## config.mk

```make
export PLATFORM = sky130hd
export DESIGN_NAME = http_response_framer
export DESIGN_NICKNAME = d
export VERILOG_FILES = /design/src/rtl/hrf_pkg.sv /design/src/rtl/hrf_parser.sv /design/src/rtl/http_response_framer.sv
export SDC_FILE = /design/constraint.sdc
export NUM_CORES = 1
export LEC_CHECK = 0
export BUFFER_PORTS_ARGS = -buffer_cell sky130_fd_sc_hd__buf_2
export CORE_MARGIN = 2
export CORE_UTILIZATION = 36
export CTS_BUF_LIST = sky130_fd_sc_hd__clkbuf_4
export CTS_CLUSTER_DIAMETER = 40
export DETAILED_ROUTE_END_ITERATION = 8
export SLEW_MARGIN = 10
export SYNTH_ARGS = -nofsm -noshare
export SYNTH_HDL_FRONTEND = slang
export SYNTH_SLANG_ARGS = --single-unit
```

## constraint.sdc

```tcl
create_clock -name clock -period 5.4 [get_ports clock]
set_clock_uncertainty 0.2 [all_clocks]
set_input_delay 0.81 -clock clock [delete_from_list [all_inputs] [get_ports clock]]
set_output_delay 0.81 -clock clock [all_outputs]
set_load 0.01 [all_outputs]
```

## src/rtl/hrf_pkg.sv

```systemverilog
// Shared types and constants for the HTTP response framer.
`timescale 1ns / 1ps

package hrf_pkg;

   // Ring size for the byte position within the current section.
   localparam int HISTORY_SIZE = 512;
   localparam int POS_W        = $clog2(HISTORY_SIZE);
   // Width that holds both position plus one and the 16-bit length.
   localparam int CMP_W        = 17;
   localparam int LEN_W        = 16;

   localparam logic [31:0] TAG_HTTP   = 32'h4854_5450;
   localparam logic [63:0] TAG_LENGTH = 64'h4C65_6E67_7468_3A20;
   localparam logic [23:0] TAG_EOH    = 24'h0A_0D0A;

   localparam logic [7:0] CH_CR    = 8'h0D;
   localparam logic [7:0] CH_LF    = 8'h0A;
   localparam logic [7:0] CH_ZERO  = 8'h30;
   localparam logic [7:0] CH_NINE  = 8'h39;
   localparam logic [7:0] CH_TWO   = 8'h32;
   localparam logic [7:0] CH_BRACE = 8'h7D;
   localparam logic [7:0] CH_P     = 8'h50;

   typedef enum logic [2:0] {
      EV_NONE     = 3'd0,
      EV_HTTP     = 3'd1,
      EV_STAT_OK  = 3'd2,
      EV_STAT_BAD = 3'd3,
      EV_HDR_DONE = 3'd4,
      EV_BODY_OK  = 3'd5,
      EV_MISMATCH = 3'd6
   } event_type;

   typedef enum logic [4:0] {
      PH_IDLE    = 5'b00001,
      PH_STATUS  = 5'b00010,
      PH_HEADERS = 5'b00100,
      PH_LENGTH  = 5'b01000,
      PH_BODY    = 5'b10000
   } phase_type;

   typedef struct packed {
      logic [7:0]       body_byte;
      logic             body_valid;
      event_type        event_res;
      logic [LEN_W-1:0] content_length;
   } result_type;

endpackage

```

## src/rtl/hrf_parser.sv

```systemverilog
// Parser state and the per-byte decision logic of the HTTP response framer.
`timescale 1ns / 1ps

module hrf_parser (
   input  logic               clock,
   input  logic               reset,
   input  logic               accept,
   input  logic [7:0]         rx_byte,
   output hrf_pkg::result_type result
);
   import hrf_pkg::*;

   phase_type        phase_ff, phase_in;
   logic [63:0]      hist_ff, hist_in;
   logic [POS_W-1:0] pos_ff, pos_in;
   logic [LEN_W-1:0] accum_ff, accum_in;
   logic             open_ff, open_in;

   logic             http;
   logic             known_phase;
   logic [19:0]      product;
   logic [CMP_W-1:0] pos_plus;
   logic [POS_W-1:0] pos_next;
   event_type        ev;
   logic             body_valid;

   always_comb begin
      hist_in     = {hist_ff[55:0], rx_byte};
      http        = (hist_in[31:0] == TAG_HTTP);
      known_phase = (phase_ff == PH_STATUS) || (phase_ff == PH_HEADERS) ||
                    (phase_ff == PH_LENGTH) || (phase_ff == PH_BODY);
      // Times ten as two shifted copies, plus the new digit.
      product     = {1'b0, accum_ff, 3'b000} + {3'b000, accum_ff, 1'b0} +
                    {16'd0, rx_byte[3:0]};
      pos_plus    = CMP_W'(pos_ff) + CMP_W'(1);
      pos_next    = (pos_ff == POS_W'(HISTORY_SIZE - 1)) ? '0 : pos_plus[POS_W-1:0];

      phase_in   = phase_ff;
      pos_in     = pos_next;
      accum_in   = accum_ff;
      open_in    = open_ff;
      ev         = EV_NONE;
      body_valid = 1'b0;

      if (known_phase && http) begin
         phase_in = PH_STATUS;
         open_in  = 1'b0;
         pos_in   = '0;
         ev       = EV_HTTP;
      end else begin
         case (phase_ff)
            PH_IDLE: begin
               if (http) begin
                  phase_in = PH_STATUS;
                  pos_in   = '0;
                  ev       = EV_HTTP;
               end
            end
            PH_STATUS: begin
               if (pos_ff == POS_W'(7)) begin
                  if (hist_in[23:16] == CH_TWO && hist_in[15:8] == CH_ZERO) begin
                     phase_in = PH_HEADERS;
                     pos_in   = '0;
                     ev       = EV_STAT_OK;
                  end else begin
                     phase_in = PH_IDLE;
                     ev       = EV_STAT_BAD;
                  end
               end
            end
            PH_HEADERS: begin
               if (pos_ff > POS_W'(16) && hist_in == TAG_LENGTH) begin
                  phase_in = PH_LENGTH;
                  accum_in = '0;
                  open_in  = 1'b1;
               end
            end
            PH_LENGTH: begin
               if (open_ff) begin
                  if (rx_byte == CH_CR) begin
                     open_in = 1'b0;
                  end else if (rx_byte >= CH_ZERO && rx_byte <= CH_NINE) begin
                     accum_in = (product > 20'd65535) ? '1 : product[LEN_W-1:0];
                  end
               end
               if (hist_in[23:0] == TAG_EOH) begin
                  phase_in = PH_BODY;
                  open_in  = 1'b0;
                  pos_in   = '0;
                  ev       = EV_HDR_DONE;
               end
            end
            PH_BODY: begin
               body_valid = 1'b1;
               if (rx_byte == CH_BRACE) begin
                  ev       = (pos_plus == CMP_W'(accum_ff)) ? EV_BODY_OK : EV_MISMATCH;
                  phase_in = PH_IDLE;
               end
            end
            default: begin
            end
         endcase
      end

      result.body_byte      = rx_byte;
      result.body_valid     = body_valid;
      result.event_res      = ev;
      result.content_length = accum_in;
   end

   always_ff @(posedge clock) begin
      if (reset) begin
         phase_ff <= PH_IDLE;
         hist_ff  <= '0;
         pos_ff   <= '0;
         accum_ff <= '0;
         open_ff  <= 1'b0;
      end else if (accept) begin
         phase_ff <= phase_in;
         hist_ff  <= hist_in;
         pos_ff   <= pos_in;
         accum_ff <= accum_in;
         open_ff  <= open_in;
      end
   end

endmodule

```

## src/rtl/http_response_framer.sv

```systemverilog
// Top level of the HTTP response framer: parser plus output register and skid stage.
`timescale 1ns / 1ps

// Usage: feed the received response stream one byte per transfer on the req_
// channel. Every accepted byte gives exactly one transfer on the rsp_ channel,
// in order: the byte itself, a body flag, an event code and the content
// length parsed so far.
// rsp_valid rises at the accepting edge when the output register is free, and
// throughput is one byte per cycle while req_stall is low. The parser state
// updates on acceptance; the per-byte path is a few compares and a times-ten add.
// When the receiver stalls, the result stays in the output register and the
// next byte is still taken into a one-entry skid stage; req_stall rises only
// once that skid stage is full, and falls when the skid entry moves to the output.
// Reset is synchronous and active high: the parser returns to waiting for
// "HTTP", the byte history, position and length clear, and both output
// stages empty. No clearing pass is needed.
module http_response_framer (
   input  logic                       clock,
   input  logic                       reset,
   input  logic                       req_valid,
   output logic                       req_stall,
   input  logic [7:0]                 req_rx_byte,
   output logic                       rsp_valid,
   input  logic                       rsp_stall,
   output logic [7:0]                 rsp_body_byte,
   output logic                       rsp_body_valid,
   output logic [2:0]                 rsp_event_res,
   output logic [hrf_pkg::LEN_W-1:0]  rsp_content_length
);
   import hrf_pkg::*;

   result_type result;
   result_type out_ff, skid_ff;
   logic       out_valid_ff, skid_valid_ff;
   logic       accept, out_free;

   assign req_stall = skid_valid_ff;
   assign accept    = req_valid && !skid_valid_ff;
   assign out_free  = !out_valid_ff || !rsp_stall;

   hrf_parser u_parser (
      .clock   (clock),
      .reset   (reset),
      .accept  (accept),
      .rx_byte (req_rx_byte),
      .result  (result)
   );

   always_ff @(posedge clock) begin
      if (reset) begin
         out_valid_ff  <= 1'b0;
         skid_valid_ff <= 1'b0;
      end else if (out_free) begin
         if (skid_valid_ff) begin
            out_valid_ff  <= 1'b1;
            skid_valid_ff <= 1'b0;
         end else begin
            out_valid_ff <= accept;
         end
      end else if (accept) begin
         skid_valid_ff <= 1'b1;
      end
   end

   // Payload registers carry no reset.
   always_ff @(posedge clock) begin
      if (out_free) begin
         out_ff <= skid_valid_ff ? skid_ff : result;
      end
      if (!out_free && accept) begin
         skid_ff <= result;
      end
   end

   assign rsp_valid          = out_valid_ff;
   assign rsp_body_byte      = out_ff.body_byte;
   assign rsp_body_valid     = out_ff.body_valid;
   assign rsp_event_res      = out_ff.event_res;
   assign rsp_content_length = out_ff.content_length;

endmodule

```

Word-level counts from Yosys, hierarchy flattened
Index checks and enable logic that the tools add are counted.
- bits in registers: 145
- input bits: 12
- logic and storage cells: 101
- output and inout port bits: 30
- mux-type cells: 40
- equality and inequality tests: 20
- reduce and logical (&&, ||, !) cells: 19
- add/subtract/negate cells: 3
- magnitude comparators: 4
- operators with widths (cell ; count):
    two-way mux 16 bit ; 6
    equality test 64 x 63 -> 1 bit, second input constant ; 1
    two-way mux 9 bit ; 6
    equality test 32 x 31 -> 1 bit, second input constant ; 1
    one-hot mux 16 bit (2 select lines) ; 1
    two-way mux 5 bit ; 6
    two-way mux 28 bit ; 1
    one-hot mux 9 bit (3 select lines) ; 1
    one-hot mux 5 bit (5 select lines) ; 1
    equality test 24 x 20 -> 1 bit, second input constant ; 1
    adder 19 x 17 -> 20 bit ; 1
    adder 20 x 4 -> 20 bit ; 1
    greater-than comparator 20 x 16 -> 1 bit, second input constant ; 1
    equality test 17 x 16 -> 1 bit ; 1
    equality test 8 x 6 -> 1 bit, second input constant ; 2
    two-way mux 3 bit ; 5
    inequality test 3 bit, second input constant ; 4
    one-hot mux 3 bit (4 select lines) ; 1
    adder 9 x 1 -> 10 bit, second input constant ; 1
    two-way mux 1 bit ; 10
    equality test 9 x 3 -> 1 bit, second input constant ; 1
    equality test 9 bit, second input constant ; 1
    greater-than comparator 9 x 5 -> 1 bit, second input constant ; 1
    equality test 8 x 4 -> 1 bit, second input constant ; 1
    other kinds (19) ; 30

Logic depth before layout (Yosys ltp)
- word-level depth: 10
- gate-level depth with buffers: 12
- mapped depth without buffers: 11

Modules after synthesis
From an unflattened synthesis, not the netlist that was laid out.
- cells, all modules: 778
- area, all modules: 7739.9 um^2
- modules (own cells, without submodules) (module ; cells each ; area an instance (um^2) ; times used ; seq. area each (um^2)):
    hrf_parser ; 683 ; 5636.7 ; 1 ; 1741.7
    http_response_framer ; 95 ; 2103.3 ; 1 ; 1721.7

Least setup slack after synthesis
OpenSTA, ideal clock, no wires.
- path type: input to register
- start: input port req_rx_byte[3]
- end: register out_ff (netlist bit rsp_content_length[6]) (data pin)
- arrival time: 3690 ps
- path slack: 1250 ps
- buffers on the path: 0
- data required time: 4940 ps
- cell stages on the path: 10
- setup time: 260 ps
- cells stage by stage: fa_1 > fa_1 > a211oi_1 > o211ai_1 > a21oi_1 > o21ai_0 > xnor2_2 > o2111ai_2 > o31a_1 > mux2_2
- RTL lines (item ; line ; text):
    start, declared ; http_response_framer.sv:22 ; input logic [7:0] req_rx_byte,
    end signal, assigned ; http_response_framer.sv:68 ; out_ff <= skid_valid_ff ? skid_ff : result;
    end, declared ; http_response_framer.sv:33 ; result_type out_ff, skid_ff;

==> summary.md <==
| Metric | Value |
|---|---|
| CP Class | reg -> reg |
| DRT Wirelength | between 15000 and 20000 um |
| Post-layout util | 0.404 |
| VDD IR max | 0.142 mV |
| # rows | 53 |
| Vias | 6485 |
| First-pass GRT wire length | 31700 um |
| Global-route usage over all layers | 0.177 |
| Worst-margin pin slew | 915 ps |
| Clk pin slew, worst setup/hold paths | 150 ps |
| Cts repair resizes | 0 |
| Number of setup buffers added after CTS | 0 |
| Area growth, synth to finish | 10.2% |
| Rel. slew slack | 0.390 |
| Root buffer cell | clkbuf_4 |
| Mapped cell area | approximately 7700 um2 |
| Clock latency on the worst-skew pair | 580 ps |
| Hold_buf cts | 0 |
| Final TNS setup | 0 ps |
| # fillers | 2088 |
| Clock share of power | 0.355 |
| Mean Syn Cell Area | 8.97 um2 |
| CTS buffer count | 17 |
| RSZ-0062 raised after global routing | no |
| Type of origin of the critical path | register |
| CP arrival | 4340 ps |
| Fin. max-slew vios | 0 |
| # DRC | 0 |
| Endpoint class of the critical path | register |
| Final #Nets | between 900 and 1000 |
| Number of flops mapped to enable cells by yosys | 56 |
| First drt pass iteration count | 5 |
| Most common flop cell mapped by yosys | dfxtp_1 |
| Boundary Pins | 42 |
| GP Congestion | 0.876 |
| Htree depth | 4 |
| Slowest stage delay, CP | 530 ps |
| Gr ovfl total | 0 |
| Initial core utilization | 0.366 |
| Most frequent cell after synthesis | nand2_1 |
| CTS tree | built |
| Int Pwr | 0.00146 W |
| Flops & latches, synth | 145 |
| Largest area contributor in the netlist | dfxtp_1 |
| Initial antenna violation count | 1 |
| Hold slack | 259 ps |
| Final hold vios | 0 |
| Mapped Nets | 903 |
| Final period util | 0.782 |
| Fmax | 237 MHz |
| Vias in the first global route | 5955 |
| Yosys top cell area share | 0.232 |
| Final ANT Viol Nets | 0 |
| Post-synth top cells | 183 x nand2_1, 102 x a21oi_1, 89 x dfxtp_1, 56 x edfxtp_1, 45 x nor2_1 |
| Detail Placement HPWL | 13600 um |
| Via density per instance | 5.53 |
| Die Area | roughly 22000 um2 |
| Pwr dens | 240 nW/um2 |
| Routed wire length per instance | 16.5 um |
| Status | completed |
| Kind of cell adding the most delay to the critical path | compound AO/OA/AOI/OAI gates |
| Crit-path cells | fa_1 -> ha_1 -> a211oi_1 -> o21ai_0 -> a211o_1 -> a31oi_1 -> o221a_2 -> a31oi_1 -> a22o_1 -> mux2_2 |
| Ys async rst share | 0 |
| Sequential share of power | 0.584 |
| Sw Pwr | 0.000569 W |
| Bufs and invs on worst path | 0 |
| Starting DRC count in detailed routing | ~560 |
| Largest net degree at the start of global routing | 63 |
| Min-Delay Path Class | reg -> reg |
| Crit path top cell by count | a31oi_1 |
| Post-Synthesis Cells | between 800 and 900 |
| Min Clock Period, post-route | 4220 ps |
| Distinct cells, synth | 78 |
| CTS Sinks | 145 |
| CP max-delay cell | dfxtp_1 |
| Die height | 150 um |
| Seq/Total Area, Yosys | 0.451 |
| Horiz. Die Dim | between 100 and 150 um |
| Port Buffers | 41 |
| Data required, critical path | ~5500 ps |
| Switching Fraction | 0.281 |
| Crit-path max FO | 17 |
| Leak Pwr | roughly 3.2 nW |
| Warnings, synthesis | 0 |
| Max Root-Sink Buffers | 2 |
| Max-cap violations | 0 |
| Top post-synthesis cells by area | dfxtp_1 23%, edfxtp_1 22%, nand2_1 9.0% |
| CORE AREA | 21000 um2 |
| Combinational group share of total power | 0.061 |
| Layout cells sized above 1 | 0.143 |
| Final setup violation count | 0 |
## worst register-to-register path: stages (launching register included)
cell      delay (ps)
dfxtp_1          530
fa_1             520
ha_1             340
a211oi_1         370
o21ai_0          290
a211o_1          350
a31oi_1          280
o221a_2          480
a31oi_1          180
a22o_1           220
mux2_2           250
## placed cells by master, fill, tap and decap left out, types with 9 or more instances in the layout
cell type,instances
nand2_1,182
a21oi_1,102
dfxtp_1,89
edfxtp_1,56
nor2_1,44
buf_2,41
o21ai_0,39
ha_1,34
nand3_1,25
xnor2_1,18
clkbuf_4,17
inv_1,16
mux2_2,15
a31oi_1,14
xor2_1,12
buf_4,12
nand4_1,10
nor3_1,9
o211ai_1,9
## power by group through the flow
stage | registers (W) | clock network, W | logic, W
2_1_floorplan | 0.00121 | 0 | 0.0000746
5_1_grt | 0.00119 | 0.000779 | 0.000138
3_3_place_gp | 0.00121 | 0 | 0.000125
6_report | 0.00118 | 0.000719 | 0.000124
4_1_cts | 0.00118 | 0.000737 | 0.000126
3_5_place_dp | 0.00121 | 0 | 0.000125
## cells by family (layout without fill, tap and decap cells)
kind of cell               count (synthesis)  count (layout)  share of synthesized area
AOI/OAI and AO/OA                        230             230                      0.187
other                                      0               1                          0
buffers and inverters                     60             102                     0.0303
muxes                                     15              15                     0.0220
and+or+nand+nor                          338             338                      0.212
DFF                                      145             145                      0.451
xor gates and xnor gates                  31              31                     0.0364
adders and majority gates                 36              36                     0.0607
## worst paths after layout
check / from / cells past startpoint / slack [ps] / to
max: u_parser.accum_ff[2]$_SDFFE_PP0P_ / 10 / 1180 / rsp_content_length[0]$_DFFE_PP_
min: u_parser.hist_ff[53]$_SDFFE_PP0P_ / 2 / 260 / u_parser.hist_ff[53]$_SDFFE_PP0P_
max reg2reg: u_parser.accum_ff[2]$_SDFFE_PP0P_ / 10 / 1180 / rsp_content_length[0]$_DFFE_PP_
min reg2reg: u_parser.hist_ff[53]$_SDFFE_PP0P_ / 2 / 260 / u_parser.hist_ff[53]$_SDFFE_PP0P_
## per-layer routing
metal | track usage | routed length (um) | vias up
li1 | - | - | 3183
met1 | 0.258 | 9450 | 3078
met2 | 0.267 | 8480 | 206
met3 | 0.0296 | 1140 | 18
met4 | 0.0542 | 329 | 0
met5 | 0 | 0 | -
## registers in the layout, summed over array words and instances, names as in the netlist
| register | flops |
|---|---|
| u_parser.accum_ff | 16 |
| rsp_event_res | 3 |
| u_parser.hist_ff | 56 |
| skid_ff | 28 |
| rsp_body_valid | 1 |
| u_parser.phase_ff | 5 |
| req_stall | 1 |
| rsp_body_byte | 8 |
| u_parser.pos_ff | 9 |
| rsp_valid | 1 |
| rsp_content_length | 16 |
| u_parser.open_ff | 1 |
## metrics by stage
stage | power [W] | cells | setup WS, ps | area [um2]
after CTS | 0.00205 | 1172 | 1270 | 8450
after floorplan | 0.00128 | 855 | 1250 | 7670
final | 0.00203 | 1173 | 1180 | 8460
after detailed placement | 0.00133 | 1140 | 780 | 8160
after global placement | 0.00133 | 1140 | 840 | 8160
after global routing | 0.00210 | 1173 | 1070 | 8460
## cell type report
cell class | count | area (um2) | area share
sequential | 145 | 3460 | 0.410
clock buffer | 17 | 128 | 0.0151
tap | 275 | 344 | 0.0407
clock inverter | 15 | 165 | 0.0195
inverter | 17 | 63.8 | 0.00755
antenna | 1 | 2.50 | 0.000296
timing repair buffer | 53 | 295 | 0.0349
multi-input combinational | 650 | 4000 | 0.472
No activity file was read; power rests on OpenSTA's default activity.
